$ cat src/rtl/rald_pkg.sv
`timescale 1ns / 1ps

package rald_pkg;

  localparam int ADDRESS_BYTES = 6;
  localparam int BYTE_W        = 8;
  localparam int ADDR_W        = BYTE_W * ADDRESS_BYTES;
  localparam int OUT_ADDR_W    = 48;
  localparam int LEN_W         = 7;
  localparam int RELAY_W       = 4;
  localparam int GRP_W         = RELAY_W + 1;
  localparam int CNT_W         = $clog2(ADDRESS_BYTES + 1);
  localparam int S_TDATA_W     = 16;
  localparam int M_TDATA_W     = 56;

  typedef struct packed {
    logic [BYTE_W-1:0]  data_byte;
    logic               list_start;
    logic [RELAY_W-1:0] relay_count;
  } item_t;

  typedef struct packed {
    logic [OUT_ADDR_W-1:0] address;
    logic                  address_is_last;
    logic [LEN_W-1:0]      list_length;
    logic                  group_error;
  } result_t;

  typedef struct packed {
    logic    valid;
    result_t result;
  } step_result_t;

endpackage

$ cat src/rtl/relay_address_list_decompressor.sv
`timescale 1ns / 1ps
// Compressed relay address list decoder.
// Input stream: one list byte per transfer. tdata[7:0] is data_byte,
// tdata[11:8] relay_count (read on the first byte of a list), tuser is
// list_start and restarts decoding, also in mid list.
// Output stream: one decoded address per transfer. tdata[47:0] is the
// address (list byte zero most significant), tdata[54:48] the consumed
// length on the last address, tlast marks the last address of the list,
// tuser flags an overlong group (address zero, list aborted).
// Bytes that produce no address are consumed silently; bytes outside an
// active list are ignored.
// Throughput: one byte per clock unless the receiver stalls. A byte is
// held in the input register, decoded combinationally with the address and
// group registers, and its address is loaded into the output register.
// Reset clears the list state; the block then waits for list_start.
// When the receiver stalls, the held address stays on the output, one more
// byte waits in the input register, and tready then drops.
module relay_address_list_decompressor (
  input  logic                           clk,
  input  logic                           rst,
  input  logic                           s_axis_tvalid,
  output logic                           s_axis_tready,
  input  logic [rald_pkg::S_TDATA_W-1:0] s_axis_tdata,  // data_byte, relay_count
  input  logic                           s_axis_tuser,  // list_start
  output logic                           m_axis_tvalid,
  input  logic                           m_axis_tready,
  output logic [rald_pkg::M_TDATA_W-1:0] m_axis_tdata,  // address, list_length
  output logic                           m_axis_tlast,
  output logic                           m_axis_tuser   // group_error
);
  import rald_pkg::*;

  item_t        item;
  logic         item_valid;
  logic         load_ok;
  logic         advance;
  step_result_t res;

  assign advance = item_valid && load_ok;

  rald_in_reg u_in_reg (
    .clk           (clk),
    .rst           (rst),
    .s_axis_tvalid (s_axis_tvalid),
    .s_axis_tready (s_axis_tready),
    .s_axis_tdata  (s_axis_tdata),
    .s_axis_tuser  (s_axis_tuser),
    .advance       (advance),
    .item_valid    (item_valid),
    .item          (item)
  );

  rald_core u_core (
    .clk  (clk),
    .rst  (rst),
    .step (advance),
    .item (item),
    .res  (res)
  );

  rald_out_reg u_out_reg (
    .clk           (clk),
    .rst           (rst),
    .step          (advance),
    .res           (res),
    .load_ok       (load_ok),
    .m_axis_tvalid (m_axis_tvalid),
    .m_axis_tready (m_axis_tready),
    .m_axis_tdata  (m_axis_tdata),
    .m_axis_tlast  (m_axis_tlast),
    .m_axis_tuser  (m_axis_tuser)
  );

  a_ready_when_empty: assert property (@(posedge clk) disable iff (rst)
    !m_axis_tvalid |-> s_axis_tready)
    else $error("input stalled while the output register is empty");

  a_output_from_step: assert property (@(posedge clk) disable iff (rst)
    $rose(m_axis_tvalid) |-> $past(advance))
    else $error("output loaded without a byte being processed");

endmodule

$ cat src/rtl/rald_in_reg.sv
`timescale 1ns / 1ps

module rald_in_reg (
  input  logic                          clk,
  input  logic                          rst,
  input  logic                          s_axis_tvalid,
  output logic                          s_axis_tready,
  input  logic [rald_pkg::S_TDATA_W-1:0] s_axis_tdata,
  input  logic                          s_axis_tuser,
  input  logic                          advance,
  output logic                          item_valid,
  output rald_pkg::item_t               item
);
  import rald_pkg::*;

  assign s_axis_tready = !item_valid || advance;

  always_ff @(posedge clk) begin
    if (rst) begin
      item_valid <= 1'b0;
    end else if (s_axis_tready) begin
      item_valid <= s_axis_tvalid;
    end
  end

  always_ff @(posedge clk) begin
    if (s_axis_tready && s_axis_tvalid) begin
      item.data_byte   <= s_axis_tdata[BYTE_W-1:0];
      item.relay_count <= s_axis_tdata[BYTE_W +: RELAY_W];
      item.list_start  <= s_axis_tuser;
    end
  end

endmodule

$ cat src/rtl/rald_core.sv
`timescale 1ns / 1ps

module rald_core (
  input  logic                   clk,
  input  logic                   rst,
  input  logic                   step,
  input  rald_pkg::item_t        item,
  output rald_pkg::step_result_t res
);
  import rald_pkg::*;

  logic [ADDR_W-1:0] prev_addr, prev_addr_next, base_prev;
  logic [ADDR_W-1:0] group_sr, group_sr_next, base_group, delta;
  logic [CNT_W-1:0]  group_fill, group_fill_next, base_fill;
  logic [CNT_W-1:0]  header_seen, header_seen_next, base_header;
  logic [GRP_W-1:0]  groups_left, groups_left_next, base_groups, groups_dec;
  logic [LEN_W-1:0]  consumed, consumed_next, base_consumed;
  logic              list_active, list_active_next;

  always_comb begin
    if (item.list_start) begin
      base_prev     = '0;
      base_group    = '0;
      base_fill     = '0;
      base_header   = '0;
      base_groups   = {1'b0, item.relay_count} + GRP_W'(1);
      base_consumed = '0;
    end else begin
      base_prev     = prev_addr;
      base_group    = group_sr;
      base_fill     = group_fill;
      base_header   = header_seen;
      base_groups   = groups_left;
      base_consumed = consumed;
    end
    delta      = {base_group[ADDR_W-BYTE_W-1:0], 1'b0, item.data_byte[BYTE_W-1:1]};
    groups_dec = (base_groups != '0) ? base_groups - GRP_W'(1) : base_groups;
  end

  always_comb begin
    prev_addr_next   = prev_addr;
    group_sr_next    = group_sr;
    group_fill_next  = group_fill;
    header_seen_next = header_seen;
    groups_left_next = groups_left;
    consumed_next    = consumed;
    list_active_next = list_active;
    res              = '0;
    if (item.list_start || list_active) begin
      prev_addr_next   = base_prev;
      group_sr_next    = base_group;
      group_fill_next  = base_fill;
      header_seen_next = base_header;
      groups_left_next = base_groups;
      consumed_next    = base_consumed + LEN_W'(1);
      list_active_next = 1'b1;
      if (base_header < CNT_W'(ADDRESS_BYTES)) begin
        prev_addr_next   = {base_prev[ADDR_W-BYTE_W-1:0], item.data_byte};
        header_seen_next = base_header + CNT_W'(1);
        if (base_header == CNT_W'(ADDRESS_BYTES - 1)) begin
          res.valid          = 1'b1;
          res.result.address = OUT_ADDR_W'(prev_addr_next);
        end
      end else if (base_fill >= CNT_W'(ADDRESS_BYTES)) begin
        group_fill_next        = '0;
        group_sr_next          = '0;
        list_active_next       = 1'b0;
        res.valid              = 1'b1;
        res.result.group_error = 1'b1;
      end else if (!item.data_byte[0]) begin
        group_sr_next   = delta;
        group_fill_next = base_fill + CNT_W'(1);
      end else begin
        prev_addr_next     = base_prev ^ delta;
        group_sr_next      = '0;
        group_fill_next    = '0;
        groups_left_next   = groups_dec;
        res.valid          = 1'b1;
        res.result.address = OUT_ADDR_W'(prev_addr_next);
        if (groups_dec == '0) begin
          list_active_next           = 1'b0;
          res.result.address_is_last = 1'b1;
          res.result.list_length     = consumed_next;
        end
      end
    end
  end

  always_ff @(posedge clk) begin
    if (rst) begin
      prev_addr   <= '0;
      group_sr    <= '0;
      group_fill  <= '0;
      header_seen <= '0;
      groups_left <= '0;
      consumed    <= '0;
      list_active <= 1'b0;
    end else if (step) begin
      prev_addr   <= prev_addr_next;
      group_sr    <= group_sr_next;
      group_fill  <= group_fill_next;
      header_seen <= header_seen_next;
      groups_left <= groups_left_next;
      consumed    <= consumed_next;
      list_active <= list_active_next;
    end
  end

  a_last_ends_list: assert property (@(posedge clk) disable iff (rst)
    step && res.valid && res.result.address_is_last |=> !list_active)
    else $error("list still active after its last address");

  a_error_ends_list: assert property (@(posedge clk) disable iff (rst)
    step && res.valid && res.result.group_error |=> !list_active)
    else $error("list still active after an overlong group");

  a_no_group_in_header: assert property (@(posedge clk) disable iff (rst)
    header_seen < CNT_W'(ADDRESS_BYTES) |-> group_fill == '0 && group_sr == '0)
    else $error("group bytes held before the base address is complete");

  a_counts_bounded: assert property (@(posedge clk) disable iff (rst)
    header_seen <= CNT_W'(ADDRESS_BYTES) && group_fill <= CNT_W'(ADDRESS_BYTES))
    else $error("header or group count out of range");

endmodule

$ cat src/rtl/rald_out_reg.sv
`timescale 1ns / 1ps

module rald_out_reg (
  input  logic                          clk,
  input  logic                          rst,
  input  logic                          step,
  input  rald_pkg::step_result_t        res,
  output logic                          load_ok,
  output logic                          m_axis_tvalid,
  input  logic                          m_axis_tready,
  output logic [rald_pkg::M_TDATA_W-1:0] m_axis_tdata,
  output logic                          m_axis_tlast,
  output logic                          m_axis_tuser
);
  import rald_pkg::*;

  assign load_ok = !m_axis_tvalid || m_axis_tready;

  always_ff @(posedge clk) begin
    if (rst) begin
      m_axis_tvalid <= 1'b0;
    end else if (load_ok) begin
      m_axis_tvalid <= step && res.valid;
    end
  end

  always_ff @(posedge clk) begin
    if (load_ok && step && res.valid) begin
      m_axis_tdata <= {{(M_TDATA_W - OUT_ADDR_W - LEN_W){1'b0}},
                       res.result.list_length, res.result.address};
      m_axis_tlast <= res.result.address_is_last;
      m_axis_tuser <= res.result.group_error;
    end
  end

endmodule

$ cat config.mk
export PLATFORM = sky130hd
export DESIGN_NAME = relay_address_list_decompressor
export DESIGN_NICKNAME = d
export VERILOG_FILES = /design/src/rtl/rald_pkg.sv /design/src/rtl/relay_address_list_decompressor.sv /design/src/rtl/rald_in_reg.sv /design/src/rtl/rald_core.sv /design/src/rtl/rald_out_reg.sv
export SDC_FILE = /design/constraint.sdc
export NUM_CORES = 1
export LEC_CHECK = 0
export BUFFER_PORTS_ARGS = -buffer_cell sky130_fd_sc_hd__buf_4
export CAP_MARGIN = 20
export CORE_UTILIZATION = 50
export DETAILED_ROUTE_END_ITERATION = 10
export PLACE_DENSITY = 0.69
export SKIP_CTS_REPAIR_TIMING = 1
export SYNTH_ARGS = -nofsm -noshare
export SYNTH_HDL_FRONTEND = slang
export SYNTH_SLANG_ARGS = --single-unit
$ cat constraint.sdc
create_clock -name clk -period 4.1 [get_ports clk]
set_clock_uncertainty 0.05 [all_clocks]
set_input_delay 0.615 -clock clk [delete_from_list [all_inputs] [get_ports clk]]
set_output_delay 0.615 -clock clk [all_outputs]
set_load 0.05 [all_outputs]
======== Yosys cells after proc, flatten, opt, wreduce, memory -nomap -nowiden ========
Cells that the tools add are included.
word-level totals
  register bits ........................... 179
  bits of input ports ..................... 21
  output and inout port bits .............. 60
  word-level logic and storage cells ...... 77
operators by class
  add/sub/neg operators ................... 5
  $lt $le $gt $ge ......................... 2
  eq/ne operators ......................... 1
  muxes and demuxes ....................... 33
  bitwise operators ....................... 4
  reductions and logical operators ........ 16
operators by type and width
  cell                 number
  $mux 48              4
  $mux 40              4
  $mux 49              2
  $mux 58              1
  $mux 57              1
  $mux 56              1
  $xor 48x48->48       1
  $mux 5               5
  $mux 3               6
  $mux 9               1
  $mux 8               1
  $add 7x1->7 const B  1
  $mux 7               1
  $add 3x1->3 const B  2
  $mux 1               6
  $add 4x1->5 const B  1
  $logic_and 1x1->1    5
  $logic_not 5->1      1
  $reduce_bool 5->1    1
  $reduce_or 5->1      1
  $sub 5x1->5 const B  1
  $reduce_or 4->1      1
  $eq 3x3->1 const B   1
  $ge 3x3->1 const B   1
  other kinds (6)      11

======== Depth between registers and ports, before layout ========
  word-level depth ........................ 11
  gate-level depth with buffers ........... 12
  mapped depth without buffers ............ 9

======== Cells and area by module ========
From an unflattened synthesis, not the netlist that was laid out.
unflattened totals
  cell total of the unflattened synthesis .. 917
  area total of the unflattened synthesis .. 8579.5 µm²
by module, submodules not included
  module                           instances  cells each  area an instance (µm²)  sequential area each (µm²)
  rald_core                        1          834         6342.3                  2142.1
  rald_out_reg                     1          64          1785.5                  1731.7
  rald_in_reg                      1          18          445.4                   410.4
  relay_address_list_decompressor  1          1           6.3                     0.0

======== Worst setup path after synthesis ========
No wires, ideal clock.
  path kind ............................... register to register
  start ................................... reg, netlist name u_in_reg.item[4]
  end ..................................... reg u_out_reg.m_axis_tdata[0] (netlist name) (enable)
  data arrival time ....................... 3090 ps
  setup slack ............................. 549 ps
  stages on the path, launching flop included .. 11
  path buffers ............................ 5
  cell sequence ........................... edfxtp_1 -> buf_6 -> buf_2 -> clkbuf_1 -> buf_2 -> nor2b_1 -> ha_1 -> buf_1 -> and2_1 -> o21ai_0 -> inv_1
between the ends
  longest elaborated chain between the ends .. 6
  elaborated cells on any way between the ends .. 11
  classes of those cells .................. order compare (2); eq/ne (1); mux (6); reduce/logical (2)
RTL lines
  what                                      line                              text
  $mux 3                                    rald_core.sv:21                   if (item.list_start) begin
  $ge 3x3->1 or $eq 3x3->1 (tied branches)  rald_core.sv:64, rald_core.sv:60
  $mux 1 or $mux 49 (tied branches)         rald_core.sv:64, rald_core.sv:60
  $mux 49                                   rald_core.sv:57                   if (base_header < CNT_W'(ADDRESS_BYTES)) begin
  $mux 58 (*)                               rald_core.sv:49                   if (item.list_start || list_active) begin
  $logic_and 1x1->1 (*)                     rald_out_reg.sv:28                if (load_ok && step && res.valid) begin
  end signal, assigned                      rald_out_reg.sv:29                m_axis_tdata <= {{(M_TDATA_W - OUT_ADDR_W - LEN_W){1'b0}},
  end, declared                             rald_out_reg.sv:11                output logic [rald_pkg::M_TDATA_W-1:0] m_axis_tdata,
Mark *: on every way between the ends. The rest lies on a longest branch, timed or not.
A chain may end at the register's enable or synchronous reset.

======== Final worst setup path ========
  start ................................... reg, netlist name u_in_reg.item[4]
  end ..................................... reg u_out_reg.m_axis_tdata[27] (netlist name) (enable)
between the ends
  longest elaborated chain between the ends .. 6
  elaborated cells on any way between the ends .. 11
  classes of those cells .................. order compare (2); eq/ne (1); mux (6); reduce/logical (2)
RTL lines
  what                                      line
  $mux 3                                    rald_core.sv:21
  $ge 3x3->1 or $eq 3x3->1 (tied branches)  rald_core.sv:64, rald_core.sv:60
  $mux 1 or $mux 49 (tied branches)         rald_core.sv:64, rald_core.sv:60
  $mux 49                                   rald_core.sv:57
  $mux 58 (*)                               rald_core.sv:49
  $logic_and 1x1->1 (*)                     rald_out_reg.sv:28
Marked as above.

==> run metrics <==
# port buffers=75; unrepaired setup endpoints after global routing=false; vias post-DR=7056; WL per Instance=17.3 µm; Clock Power Share=41.0%; WL met3=1000 µm; num rows=47; crit end category=register; DIE WIDTH=134 µm; gr usage total=24.3%; area of the mapped netlist=8720 µm²; Iter 0 DRT Violations=699; routed wl met2=9860 µm; core box area=16800 µm²; Post-synth EDFFs=70; Least-Margin Pin Slew=0.937 ns; Die ar.=18000 µm²; Post-Syn Nets=974; final worst-path cycle share=81.3%; CP bufs+invs=4; worst hold path class=in2reg; Power Density=382 nW/µm²; Area Overhead vs Synth=13.9%; Yosys reg bits=179; synth unique cells=55; DRC viols=0; P_sw=0.943 mW; Fmax achieved=0.300 GHz; run status=complete, no violations; Final setup viols=0; LEAKAGE=3.05 nW; Synth Warn #=0; fillers=1517; H-tree depth=4; sequential share of power=51.2%; GPL Wtd Cong=0.807; vias per cell=5.79; Final #Nets=1014; Num CTS Buffers=17; logic gate share of total power=7.8%; CP Max Fanout=34; max-cap violations=0; Die Span Y=134 µm; Cells after Synth=945; Detailed Place HPWL=12800 µm; Fin. Hold Viols=0; first-pass GRT wire length=34200 µm; met1 WL=9850 µm; minimum clock period after layout=3.33 ns; Slew HR=37.6%; clock tree from TritonCTS=yes; num ports=81; Post-DRT Antenna Nets=0; CP max stage cell=edfxtp_1; DRT Pass-1 Iters=5; initial antenna violation count=0; initial cell density of the core=51.8%; switch share=24.9%; TritonCTS Sinks=179; sequential cell area=4280 µm²; internal power=2.85 mW; multi-input gate area in the final layout=4020 µm²; Max clock buf depth=2; setup tns final=0 ns; vias in the first global route=6417; routed wire length=21100 µm; crit path cell chain=buf_12, inv_1, nand2_1, ha_1, and2_1, o21ai_0, inv_2, buf_4; fraction of registers with async set/reset=0%; Max rail drop VDD=0.000306 V; layout cells sized above 1=13.3%; Inserted Diodes=0; clk slew on worst S/H paths=0.07 ns; root buffer cell=clkbuf_16; sequential area share after synthesis=49.2%; CP startpoint kind=register; CP max stage delay=0.89 ns; grt total ovfl=0; Final Max Slew Viols=0; WP data arrival=3.39 ns; worst path required time=4.15 ns; Hold Slack=0.308 ns; largest net degree at the start of global routing=86; Synth Flop Type=dfxtp_1; Crit Path Category=reg2reg; latest clock arrival within the worst-skew pair=0.43 ns; top sig layer=met4; Crit path max-delay family=buffers and inverters; Syn Area/Cell=9.22 µm²
## cells by family (layout without fill, tap and decap cells)
group                    Yosys count  after routing  synth area share [%]
AND/OR/NAND/NOR                  306            306                  16.0
XOR/XNOR                          83             83                  8.34
adder cells (fa/ha/maj)            8              8                  1.15
flip-flops                       179            179                  49.2
other                              1              1                0.0430
buffers and inverters             90            143                  4.77
AO/OA/AOI/OAI                    273            273                  20.0
multiplexers                       5              5                 0.574
## cell usage after synthesis (6+ instances only)
master	n	share of area, %
buf_6	7	0.90
nand2_1	116	5.0
a22o_1	6	0.60
xnor2_1	73	7.3
inv_1	19	0.82
xor2_1	10	1.0
a32oi_1	10	1.0
nand3_1	30	1.7
clkbuf_1	48	2.1
nor2b_1	15	1.1
a211oi_1	44	3.8
o21ai_0	98	5.6
a21oi_1	36	2.1
buf_2	11	0.63
nor2_1	103	4.4
o21ai_1	7	0.40
edfxtp_1	70	24
ha_1	8	1.1
a22oi_1	47	4.0
dfxtp_1	109	25
## power by group through the flow
stage	logic (mW)	clock network [mW]	registers, mW
2_1_floorplan	0.238	0	1.95
3_5_place_dp	0.291	0	1.98
4_1_cts	0.293	1.57	1.94
3_3_place_gp	0.287	0	1.97
5_1_grt	0.325	1.65	1.94
6_report	0.296	1.56	1.94
## per-layer routing
| layer | track usage [%] | vias up |
|---|---|---|
| met2 | 37.6 | 204 |
| met5 | 0 | - |
| li1 | - | 3438 |
| met4 | 9.86 | 0 |
| met3 | 3.21 | 29 |
| met1 | 34.5 | 3385 |
## worst reg2reg max path: stages, from the launching register on
cell and delay [ns]:
edfxtp_1 0.89, buf_12 0.28, inv_1 0.20, nand2_1 0.14, ha_1 0.38, and2_1 0.21, o21ai_0 0.21, inv_2 0.27
buf_4 0.34
## cell usage in the layout, fill, tap and decap left out, drive strengths merged, types with 2 or more instances in the layout
master | synthesis | routed
nand2b | 3 | 3
clkinvlp | 0 | 5
and3b | 3 | 3
xnor2 | 73 | 73
and2 | 5 | 5
clkbuf | 48 | 21
and3 | 4 | 4
xor2 | 10 | 10
mux2i | 5 | 5
buf | 23 | 92
nor3b | 4 | 4
a311oi | 6 | 6
a211o | 2 | 2
nor4b | 2 | 2
nand2 | 116 | 116
a32oi | 10 | 10
nor2b | 15 | 15
o31a | 2 | 2
inv | 19 | 22
nand3b | 3 | 3
nand3 | 30 | 30
a211oi | 44 | 44
nor4 | 6 | 6
clkinv | 0 | 2
a21o | 3 | 3
dfxtp | 109 | 109
o21ai | 105 | 105
ha | 8 | 8
nor3 | 6 | 6
a22oi | 47 | 47
or3 | 3 | 3
a21oi | 36 | 36
edfxtp | 70 | 70
a31oi | 3 | 3
o211ai | 3 | 3
a22o | 6 | 6
nor2 | 104 | 104
## state kept, by name (all words and copies together), names as in the netlist
name / count
u_out_reg.m_axis_tdata: 55
u_out_reg.m_axis_tlast: 1
u_core.group_fill: 3
u_out_reg.m_axis_tvalid: 1
u_core.list_active: 1
u_core.groups_left: 5
u_out_reg.m_axis_tuser: 1
u_in_reg.item: 13
u_in_reg.item_valid: 1
u_core.group_sr: 40
u_core.consumed: 7
u_core.prev_addr: 48
u_core.header_seen: 3
## final cells by class
type                            instances  share of cell area (%)
Multi-Input combinational cell        676                    40.5
Inverter                               19                   0.719
Clock buffer                           21                    4.54
Clock inverter                         11                    1.05
Timing Repair Buffer                   92                    7.21
Tap cell                              220                    2.77
Sequential cell                       179                    43.2
## path summary, 6_finish.rpt
path | startpoint | to | slack [ns] | cells past startpoint
min reg2reg | u_core.consumed[6] | u_core.consumed[6] | 0.42 | 2
max reg2reg | u_in_reg.item[4] | u_out_reg.m_axis_tdata[27] | 0.77 | 8
max | u_in_reg.item[4] | u_out_reg.m_axis_tdata[27] | 0.77 | 8
min | s_axis_tuser | u_in_reg.item[4] | 0.31 | 1
## metrics by stage
step	total power [mW]	instance area, µm²	setup WS [ns]	util (%)	std cells
4_1_cts	3.80	9920	0.795	59.0	1218
3_3_place_gp	2.26	9370	0.867	55.7	1186
6_report	3.79	9920	0.768	59.0	1218
2_1_floorplan	2.19	8720	0.549	-	945
5_1_grt	3.91	9920	0.511	59.0	1218
3_5_place_dp	2.27	9370	0.815	55.7	1186
No activity file was read; power rests on OpenSTA's default activity.
